File: src/rtl/kmeans_anomaly_classifier_assert.svh
// assertion helpers, clocked on clock and disabled during reset
`ifndef KMEANS_ANOMALY_CLASSIFIER_ASSERT_SVH
`define KMEANS_ANOMALY_CLASSIFIER_ASSERT_SVH

// same-cycle implication
`define KAC_ASSERT_NOW(name, ante, cons) \
   name: assert property (@(posedge clock) disable iff (reset) (ante) |-> (cons)) \
      else $error("kac assertion failed");

// next-cycle implication
`define KAC_ASSERT_NEXT(name, ante, cons) \
   name: assert property (@(posedge clock) disable iff (reset) (ante) |=> (cons)) \
      else $error("kac assertion failed");

`endif

File: src/rtl/kac_pkg.sv
package kac_pkg;

   localparam int NUM_CLUSTERS  = 4;
   localparam int FEATURE_COUNT = 51;

   localparam int KIND_W  = 3;
   localparam int CLUS_W  = 4;
   localparam int FIDX_W  = 6;
   localparam int VALUE_W = 64;
   localparam int DIST_W  = 63;

   localparam int FEAT_AW = (FEATURE_COUNT > 1) ? $clog2(FEATURE_COUNT) : 1;
   localparam int CLU_AW  = (NUM_CLUSTERS > 1) ? $clog2(NUM_CLUSTERS) : 1;
   localparam int CNT_W   = $clog2(NUM_CLUSTERS + 1);

   localparam logic [CNT_W-1:0] CNT_LAST = CNT_W'(NUM_CLUSTERS - 1);
   localparam logic [CNT_W-1:0] CNT_END  = CNT_W'(NUM_CLUSTERS);
   localparam logic [FIDX_W:0]  FEAT_LIM = (FIDX_W + 1)'(FEATURE_COUNT);
   localparam logic [CLUS_W:0]  CLUS_LIM = (CLUS_W + 1)'(NUM_CLUSTERS);

   localparam logic [DIST_W-1:0] SAT63 = {DIST_W{1'b1}};

   localparam int QUEUE_DEPTH = 2;
   localparam int QUEUE_AW    = 1;

   localparam logic [KIND_W-1:0] KIND_CENTROID = 3'd0;
   localparam logic [KIND_W-1:0] KIND_MEAN     = 3'd1;
   localparam logic [KIND_W-1:0] KIND_SCALE    = 3'd2;
   localparam logic [KIND_W-1:0] KIND_THRESH   = 3'd3;
   localparam logic [KIND_W-1:0] KIND_FEATURE  = 3'd4;

   typedef struct packed {
      logic [KIND_W-1:0]  kind;
      logic [CLUS_W-1:0]  cluster;
      logic [FIDX_W-1:0]  feature_index;
      logic [VALUE_W-1:0] value;
      logic               last;
      logic               in_range;
   } entry_type;

   typedef struct packed {
      logic              valid;
      logic              is_baseline;
      logic              has_cluster;
      logic [CLUS_W-1:0] nearest_cluster;
      logic [DIST_W-1:0] squared_distance;
   } rsp_type;

   function automatic logic signed [31:0] sat32(input logic signed [63:0] x);
      logic ovf;
      ovf = (x[63:31] != {33{1'b0}}) && (x[63:31] != {33{1'b1}});
      if (ovf) begin
         sat32 = x[63] ? 32'sh8000_0000 : 32'sh7FFF_FFFF;
      end else begin
         sat32 = x[31:0];
      end
   endfunction

endpackage

File: src/rtl/kac_front.sv
module kac_front import kac_pkg::*; (
   input  logic               start,
   output logic               busy,
   input  logic [KIND_W-1:0]  req_kind,
   input  logic [CLUS_W-1:0]  req_cluster,
   input  logic [FIDX_W-1:0]  req_feature_index,
   input  logic [VALUE_W-1:0] req_value,
   input  logic               req_last,
   input  logic               q_full,
   output logic               q_push,
   output entry_type          q_entry
);

   logic fi_ok;
   logic cl_ok;
   logic keep;

   always_comb begin
      fi_ok = {1'b0, req_feature_index} < FEAT_LIM;
      cl_ok = {1'b0, req_cluster} < CLUS_LIM;
      q_entry.kind          = req_kind;
      q_entry.cluster       = req_cluster;
      q_entry.feature_index = req_feature_index;
      q_entry.value         = req_value;
      q_entry.last          = req_last;
      q_entry.in_range      = fi_ok;
      keep = 1'b0;
      case (req_kind)
         KIND_CENTROID: begin
            q_entry.in_range = fi_ok && cl_ok;
            keep = fi_ok && cl_ok;
         end
         KIND_MEAN, KIND_SCALE: begin
            keep = fi_ok;
         end
         KIND_THRESH: begin
            q_entry.in_range = cl_ok;
            keep = cl_ok;
         end
         // out-of-range elements still travel, they may close a vector
         KIND_FEATURE: begin
            keep = 1'b1;
         end
         default: begin
            keep = 1'b0;
         end
      endcase
   end

   assign busy   = q_full;
   assign q_push = start && !q_full && keep;

endmodule

File: config.mk
export PLATFORM = sky130hd
export DESIGN_NAME = kac_front
export DESIGN_NICKNAME = d
export VERILOG_FILES = /design/src/rtl/kmeans_anomaly_classifier_assert.svh /design/src/rtl/kac_pkg.sv /design/src/rtl/kac_front.sv
export SDC_FILE = /design/constraint.sdc
export NUM_CORES = 1
export LEC_CHECK = 0
export BUFFER_PORTS_ARGS = -buffer_cell sky130_fd_sc_hd__buf_2
export CAP_MARGIN = 15
export CORE_AREA = 3 3 60 62
export DETAILED_ROUTE_END_ITERATION = 10
export DIE_AREA = 0 0 63 65
export GPL_TIMING_DRIVEN = 0
export PLACE_DENSITY_LB_ADDON = 0.1
export RECOVER_POWER = 100
export REMOVE_ABC_BUFFERS = 1
export SYNTH_ARGS = -nofsm -noshare
export SYNTH_HDL_FRONTEND = slang
export SYNTH_SLANG_ARGS = --single-unit
File: constraint.sdc
create_clock -name vclk -period 1.53
set_input_delay 0.0765 -clock vclk [all_inputs]
set_output_delay 0.0765 -clock vclk [all_outputs]
set_load 0.01 [all_outputs]
==> metrics <==
Final nets=129; Peak Freq=682 MHz; Setup CP Type=in -> out; startpoint types=input port; share of layout cells above drive strength 1=0.404; dominant cell by count in the synthesized netlist=buf_4; Final ANT Viol Nets=0; main area contributors after synthesis=buf_4 84%, nor2_1 2.7%, a311oi_2 2.1%; Via Count=445; YS warnings=0; Hold Crit Depth=0; GRT overflow=0; required time worst endpoint=1.45 ns; share of the synthesized area in the top cell type=0.839; total core area=3080 sq um; crit path DAT=1.39 ns; Die ar.=4100 sq um; Die Height=65 um; # rows=20; drt total wl=5.85 mm; FILL cells=373; crit path time final=1.47 ns; Synth Cell Area=707 sq um; Avg Cell Area, Syn=7.21 sq um; critical-path cell list=buf_2 -> a211oi_4 -> a211oi_1 -> or4_1 -> a311oi_2 -> buf_2; Die Width=63 um; PortBufs=27; Final setup viols=0; LEAKAGE=0.117 nW; gr usage total=0.271; largest net degree at the start of global routing=7; Remaining DRCs=0; Synth Instances=98; status=finished clean; Vias/cell=4.89; Post-synth top cells=79 x buf_4, 5 x nor2_1, 3 x nand2_1; most frequent CP cell=buf_2; Final Power=0.0825 mW; area growth from synthesis to layout=-56.1%; sequential share of the synthesized area=0; placed cells=90; Reg area=0 sq um; HPWL after DPL=5.69 mm; Max Slew Vio Count=0; Post-Layout Cell Count=91; Hold Startpoint=req_value[31]; clock buf count=0; power density cells=266 nW/um^2; vias in the first global route=355; max-cap viol count=0; initial antenna violation count=0; I/O pin total=161; Max VDD drop=51.7 uV; CP peak stage delay=0.42 ns; 1st-iter DRT viols=21; global-route wire length before repair=6.65 mm; Worst Tran Pin Value=0.257 ns; count of cell types in the netlist=14; HP Class=in -> out; area leader, netlist=buf_4; multi-input logic area=125 sq um; Critical Path Fanout Max=2; Placer Congestion=1.10; Worst setup EP type=output pin; Hold Fails Final Rpt=0; Initial DRT Pass Iterations=4; final critical-path share of the clock period=0.959; num sequential=0; Ant. Diodes=0; Critical-path top delay cell=or4_1; RSZ-0062 raised after global routing=false; Initial Utilization=0.230; Rel. slew slack=0.829; Routed wire per std cell=64.3 um; hold path endpoint=q_entry[33]
[layer usage]
layer	wire (um)	GRT usage
met1	421	0.0455
met2	3300	0.547
met3	1950	0.445
met4	151	0.0634
met5	31	0.0556
[through the flow]
stage          hold slack [ns]  cell area, sq um  utilization  setup WS, ns  setup TNS (ns)
3_5_place_dp             0.153               304       0.0988       -0.0402         -0.0402
3_3_place_gp             0.153               304       0.0988      0.000980               0
5_1_grt                  0.153               310        0.101       0.00439               0
2_1_floorplan            0.153               114            -         0.285               0
4_1_cts                  0.153               319        0.104        0.0301               0
6_report                 0.153               310        0.101        0.0633               0
[cells by family (layout without fill, tap and decap cells)]
kind of cell | Yosys count | count (layout) | share of synthesized area
and+or+nand+nor | 13 | 13 | 0.0867
buffers and inverters | 80 | 29 | 0.844
AOI/OAI and AO/OA | 5 | 5 | 0.0690
[cell type report]
class / instances / share of cell area
Timing Repair Buffer: 28 / 0.407
Multi-Input combinational cell: 18 / 0.403
Tap cell: 44 / 0.177
Inverter: 1 / 0.0121
[where the power goes]
| group | total (mW) | leakage, nW | internal, mW | switching (mW) |
|---|---|---|---|---|
| combinational | 0.0825 | 0.117 | 0.0344 | 0.0482 |
| sequential | 0 | 0 | 0 | 0 |
| clock | 0 | 0 | 0 | 0 |
[placed cells by master (no fill, tap or decap)]
cell,instances
nand2b_1,1
buf_2,14
a211oi_1,1
nor2_1,4
nor2_4,1
inv_1,1
or3_1,1
or2_2,1
a211oi_4,1
nand2_1,3
or4_1,1
a311oi_2,1
a221oi_1,1
clkbuf_1,13
a21oi_1,1
nand3_1,1
buf_4,1
[repair_timing]
| action | in CTS | in global routing |
|---|---|---|
| endpoints found under the setup margin | 1 | 1 |
| hold buffers | 0 | 0 |
| endpoints found under the hold margin | 0 | 0 |
| resized for setup | 1 | 2 |
| buffers inserted | 1 | 0 |
| pin swaps | 2 | 3 |
[worst max-delay path, delay by kind of cell]
| kind | cells | cell delay (ns) |
|---|---|---|
| AO/OA/AOI/OAI | 3 | 0.59 |
| AND/OR/NAND/NOR | 1 | 0.42 |
| buffers and inverters | 2 | 0.29 |
[worst max-delay path by stage]
stage | startpoint | to | cells after the start | slack, ns
after floorplan | req_feature_index[1] | q_push | 4 | 0.28
after global placement | req_feature_index[1] | q_push | 6 | 0.001
after detailed placement | req_feature_index[1] | q_push | 6 | -0.04
after CTS | req_feature_index[0] | q_push | 6 | 0.03
after global routing | req_feature_index[1] | q_push | 6 | 0.004
final | req_feature_index[1] | q_push | 6 | 0.06
Note: power is estimated with default switching activity, not from simulation.
