==> src/rtl/kmeans_anomaly_classifier_assert.svh <==
// assertion helpers, clocked on clock and disabled during reset
`ifndef KMEANS_ANOMALY_CLASSIFIER_ASSERT_SVH
`define KMEANS_ANOMALY_CLASSIFIER_ASSERT_SVH

// same-cycle implication
`define KAC_ASSERT_NOW(name, ante, cons) \
   name: assert property (@(posedge clock) disable iff (reset) (ante) |-> (cons)) \
      else $error("kac assertion failed");

// next-cycle implication
`define KAC_ASSERT_NEXT(name, ante, cons) \
   name: assert property (@(posedge clock) disable iff (reset) (ante) |=> (cons)) \
      else $error("kac assertion failed");

`endif

==> src/rtl/kac_pkg.sv <==
package kac_pkg;

   localparam int NUM_CLUSTERS  = 4;
   localparam int FEATURE_COUNT = 51;

   localparam int KIND_W  = 3;
   localparam int CLUS_W  = 4;
   localparam int FIDX_W  = 6;
   localparam int VALUE_W = 64;
   localparam int DIST_W  = 63;

   localparam int FEAT_AW = (FEATURE_COUNT > 1) ? $clog2(FEATURE_COUNT) : 1;
   localparam int CLU_AW  = (NUM_CLUSTERS > 1) ? $clog2(NUM_CLUSTERS) : 1;
   localparam int CNT_W   = $clog2(NUM_CLUSTERS + 1);

   localparam logic [CNT_W-1:0] CNT_LAST = CNT_W'(NUM_CLUSTERS - 1);
   localparam logic [CNT_W-1:0] CNT_END  = CNT_W'(NUM_CLUSTERS);
   localparam logic [FIDX_W:0]  FEAT_LIM = (FIDX_W + 1)'(FEATURE_COUNT);
   localparam logic [CLUS_W:0]  CLUS_LIM = (CLUS_W + 1)'(NUM_CLUSTERS);

   localparam logic [DIST_W-1:0] SAT63 = {DIST_W{1'b1}};

   localparam int QUEUE_DEPTH = 2;
   localparam int QUEUE_AW    = 1;

   localparam logic [KIND_W-1:0] KIND_CENTROID = 3'd0;
   localparam logic [KIND_W-1:0] KIND_MEAN     = 3'd1;
   localparam logic [KIND_W-1:0] KIND_SCALE    = 3'd2;
   localparam logic [KIND_W-1:0] KIND_THRESH   = 3'd3;
   localparam logic [KIND_W-1:0] KIND_FEATURE  = 3'd4;

   typedef struct packed {
      logic [KIND_W-1:0]  kind;
      logic [CLUS_W-1:0]  cluster;
      logic [FIDX_W-1:0]  feature_index;
      logic [VALUE_W-1:0] value;
      logic               last;
      logic               in_range;
   } entry_type;

   typedef struct packed {
      logic              valid;
      logic              is_baseline;
      logic              has_cluster;
      logic [CLUS_W-1:0] nearest_cluster;
      logic [DIST_W-1:0] squared_distance;
   } rsp_type;

   function automatic logic signed [31:0] sat32(input logic signed [63:0] x);
      logic ovf;
      ovf = (x[63:31] != {33{1'b0}}) && (x[63:31] != {33{1'b1}});
      if (ovf) begin
         sat32 = x[63] ? 32'sh8000_0000 : 32'sh7FFF_FFFF;
      end else begin
         sat32 = x[31:0];
      end
   endfunction

endpackage

==> src/rtl/kac_queue.sv <==
module kac_queue import kac_pkg::*; (
   input  logic      clock,
   input  logic      reset,
   input  logic      push,
   input  entry_type push_entry,
   input  logic      pop,
   output logic      full,
   output logic      not_empty,
   output entry_type head
);

   entry_type                mem_ff [QUEUE_DEPTH];
   logic [QUEUE_AW-1:0]      wr_ptr_ff, wr_ptr_in;
   logic [QUEUE_AW-1:0]      rd_ptr_ff, rd_ptr_in;
   logic [QUEUE_AW:0]        count_ff, count_in;

   always_comb begin
      wr_ptr_in = push ? wr_ptr_ff + 1'b1 : wr_ptr_ff;
      rd_ptr_in = pop ? rd_ptr_ff + 1'b1 : rd_ptr_ff;
      count_in  = count_ff;
      if (push && !pop) begin
         count_in = count_ff + 1'b1;
      end else if (pop && !push) begin
         count_in = count_ff - 1'b1;
      end
   end

   always_ff @(posedge clock) begin
      if (reset) begin
         wr_ptr_ff <= '0;
         rd_ptr_ff <= '0;
         count_ff  <= '0;
      end else begin
         wr_ptr_ff <= wr_ptr_in;
         rd_ptr_ff <= rd_ptr_in;
         count_ff  <= count_in;
      end
   end

   always_ff @(posedge clock) begin
      if (push) begin
         mem_ff[wr_ptr_ff] <= push_entry;
      end
   end

   assign full      = count_ff == (QUEUE_AW + 1)'(QUEUE_DEPTH);
   assign not_empty = count_ff != '0;
   assign head      = mem_ff[rd_ptr_ff];

endmodule

==> config.mk <==
export PLATFORM = sky130hd
export DESIGN_NAME = kac_queue
export DESIGN_NICKNAME = d
export VERILOG_FILES = /design/src/rtl/kmeans_anomaly_classifier_assert.svh /design/src/rtl/kac_pkg.sv /design/src/rtl/kac_queue.sv
export SDC_FILE = /design/constraint.sdc
export NUM_CORES = 1
export LEC_CHECK = 0
export ABC_AREA = 1
export CORE_MARGIN = 1.5
export CORE_UTILIZATION = 42
export CTS_CLUSTER_SIZE = 25
export DETAILED_ROUTE_END_ITERATION = 8
export DONT_BUFFER_PORTS = 1
export MAX_ROUTING_LAYER = met4
export PLACE_DENSITY_LB_ADDON = 0.08
export SYNTH_ARGS = -nofsm -noshare
export SYNTH_HDL_FRONTEND = slang
export SYNTH_SLANG_ARGS = --single-unit
==> constraint.sdc <==
create_clock -name clock -period 9.2 [get_ports clock]
set_input_delay 1.84 -clock clock [delete_from_list [all_inputs] [get_ports clock]]
set_output_delay 1.84 -clock clock [all_outputs]
set_load 0.05 [all_outputs]
==> impl_metrics.yaml <==
drt:
  vias: 2414
  vias_per_cell: 4.99
  drc: 0
  drt-initial-drc-count: 127
  firstDrtPassIters: 4
  ant_nets: 0
  wl_per_cell_um: 19.9
  wirelength_mm: 9.65
placement:
  hpwl_mm: 5.90
  portBuffers: 0
  placed_area_sq_um: 6150
  gp_congestion: 0.660
  pre_cts_ws_ns: 5.39
  dp_cells: 452
critical_path:
  worstSetupPathType: "flip-flop to output port"
  critPathLaunchType: "flip-flop"
  r2r_slack_ns: 6.99
  endpoint_kind: "output port"
  crit_path_max_fanout: 79
  worstPathArrival_ns: 2.11
  crit_required_ns: 7.36
  r2r-end: "mem_ff[0][7]"
  cp_top_family: "flip-flops"
  critPathMaxStageDelay_ns: 1.09
  cp_cell_sequence: "mux2_2"
  crit_buf_inv: 0
  r2r-start: "wr_ptr_ff"
  cp_slowest_cell: "dfxtp_4"
  ff2ff_path_depth: 2
yosys:
  syn_area_sq_um: 5960
  ys_warn_count: 0
  syn-num-nets: 363
  yosysSeqAreaShare: 0.813
  ys_ff_latch: 163
  synthDistinctLibCells: 16
  avgSynthCellArea_sq_um: 21.4
  syn_inst: 279
die:
  io_pins: 164
  dieArea_sq_um: 14900
  die_h_um: 122
  core_sq_um: 13900
  rows: 43
  initial_core_util: 0.430
  die_x_um: 122
clock_tree:
  clock_latency_ns: 0.42
  htree_num_levels: 4
  root_buffer: "clkbuf_16"
  tritoncts: "built"
  postCtsSetupBuffers: 0
  clock_sinks: 163
  hold_buffers: 0
  clk_path_buf_depth: 2
  cts_resized: 0
  numCtsBuffers: 17
  clkTransAtPathRegs_ns: 0.06
final_layout:
  diodes: 0
  mostFrequentLayoutCells: "edfxtp_1 (158), mux2_2 (69), clkbuf_16 (17)"
  synthToLayoutAreaGrowth_pct: 13.5
  fin_cells: 484
  finalInstanceArea_sq_um: 6760
  fin_nets: 375
  drive_gt1_frac: 0.368
  mostFrequentLayoutCell: "edfxtp_1"
timing:
  timing.fmax_mhz: 253
  rsz0062_at_grt: "false"
  finalCritPeriodShare: 0.430
  tightestPinTransition_ns: 1.12
  finalSetupViolCount: 0
  slew_viol_final: 0
  max-slew-margin-rel: 0.253
  fin_worst_skew_ns: 0.00668
  tns_ns: 0
  whs_ns: 0.521
  period_needed_ns: 3.95
  hold_viol_final: 0
  finalWorstSetupSlack_ns: 5.25
global_route:
  grt_max_degree: 80
  grt_overflow_total: 0
  grt_use_total: 0.136
  grt_antenna_before_repair: 0
  grt_pass1_vias: 2463
  grt_pass1_wl_mm: 14.0
hold_path:
  worstHoldStart: "rd_ptr_ff"
  min_path_cells: 2
  min-delay-path-class: "flip-flop to flip-flop"
job:
  drv_cap: 0
outcome:
  status: "complete, no violations"
power_and_ir_drop:
  p_leak_uw: 0.00225
  power.density_nw_per_um2: 270
  peakVddDrop_mv: 0.147
-- layout make-up --
class,count,area (sq um)
multi-input cells,98,1030
repair buffers,2,15.0
clock buffers,22,454
clock inverters,10,159
fillers,1141,7120
flip-flops and latches,163,4850
inverters,9,35.0
well taps,180,225
-- kinds of logic after synthesis --
logic type               count (synthesis)  share of synthesized area
flip-flops                             163                      0.813
multiplexers                            79                      0.156
buffers and inverters                   18                     0.0164
AND/OR/NAND/NOR                         15                     0.0103
AO/OA/AOI/OAI                            2                    0.00168
XOR/XNOR                                 1                    0.00147
adder cells (fa/ha/maj)                  1                    0.00210
-- per-layer routing --
layer | part of all wire | wire length (um) | vias up | track usage
li1 | - | - | 1106 | -
met1 | 0.39 | 3800 | 1194 | 0.151
met2 | 0.49 | 4690 | 101 | 0.202
met3 | 0.11 | 1020 | 13 | 0.0791
met4 | 0.014 | 135 | 0 | 0.0545
met5 | 0 | 0 | - | -
-- synth_stat cells --
cell type,number,area share
edfxtp_1,158,0.80
mux2_2,69,0.13
mux2_4,10,0.025
inv_1,9,0.0057
buf_2,6,0.0050
nand2_1,6,0.0038
nor2_1,6,0.0038
dfxtp_1,5,0.017
buf_6,3,0.0057
a21oi_1,1,0.00084
ha_1,1,0.0021
nand3_1,1,0.00084
nand4_1,1,0.0010
nor3_1,1,0.00084
o21ai_0,1,0.00084
xnor2_1,1,0.0015
-- state kept, by name, summed over array words and instances (netlist names), named ones only --
| register | flops |
|---|---|
| rd_ptr_ff | 1 |
| mem_ff | 158 |
| wr_ptr_ff | 1 |
| count_ff | 2 |
-- power breakdown --
| part | internal (uW) | total, uW | switching (uW) |
|---|---|---|---|
| registers | 860 | 882 | 21.9 |
| logic | 46.5 | 219 | 172 |
| clock network | 460 | 724 | 264 |
| total | 1370 | 1820 | 458 |
-- worst max-delay path by stage --
| stage | cells past startpoint | end |
|---|---|---|
| after global routing | 1 | head[71] |
| after floorplan | 2 | mem_ff[0][0] |
| after global placement | 3 | mem_ff[0][1] |
| after CTS | 1 | head[71] |
| final | 1 | head[71] |
| after detailed placement | 3 | mem_ff[0][1] |
-- stage by stage --
stage               utilization  total power [uW]
floorplan                     -              1100
global placement          0.443              1120
detailed placement        0.443              1120
CTS                       0.487              1850
global route              0.487              1880
finish                    0.487              1820
No activity file was read; power rests on OpenSTA's default activity.
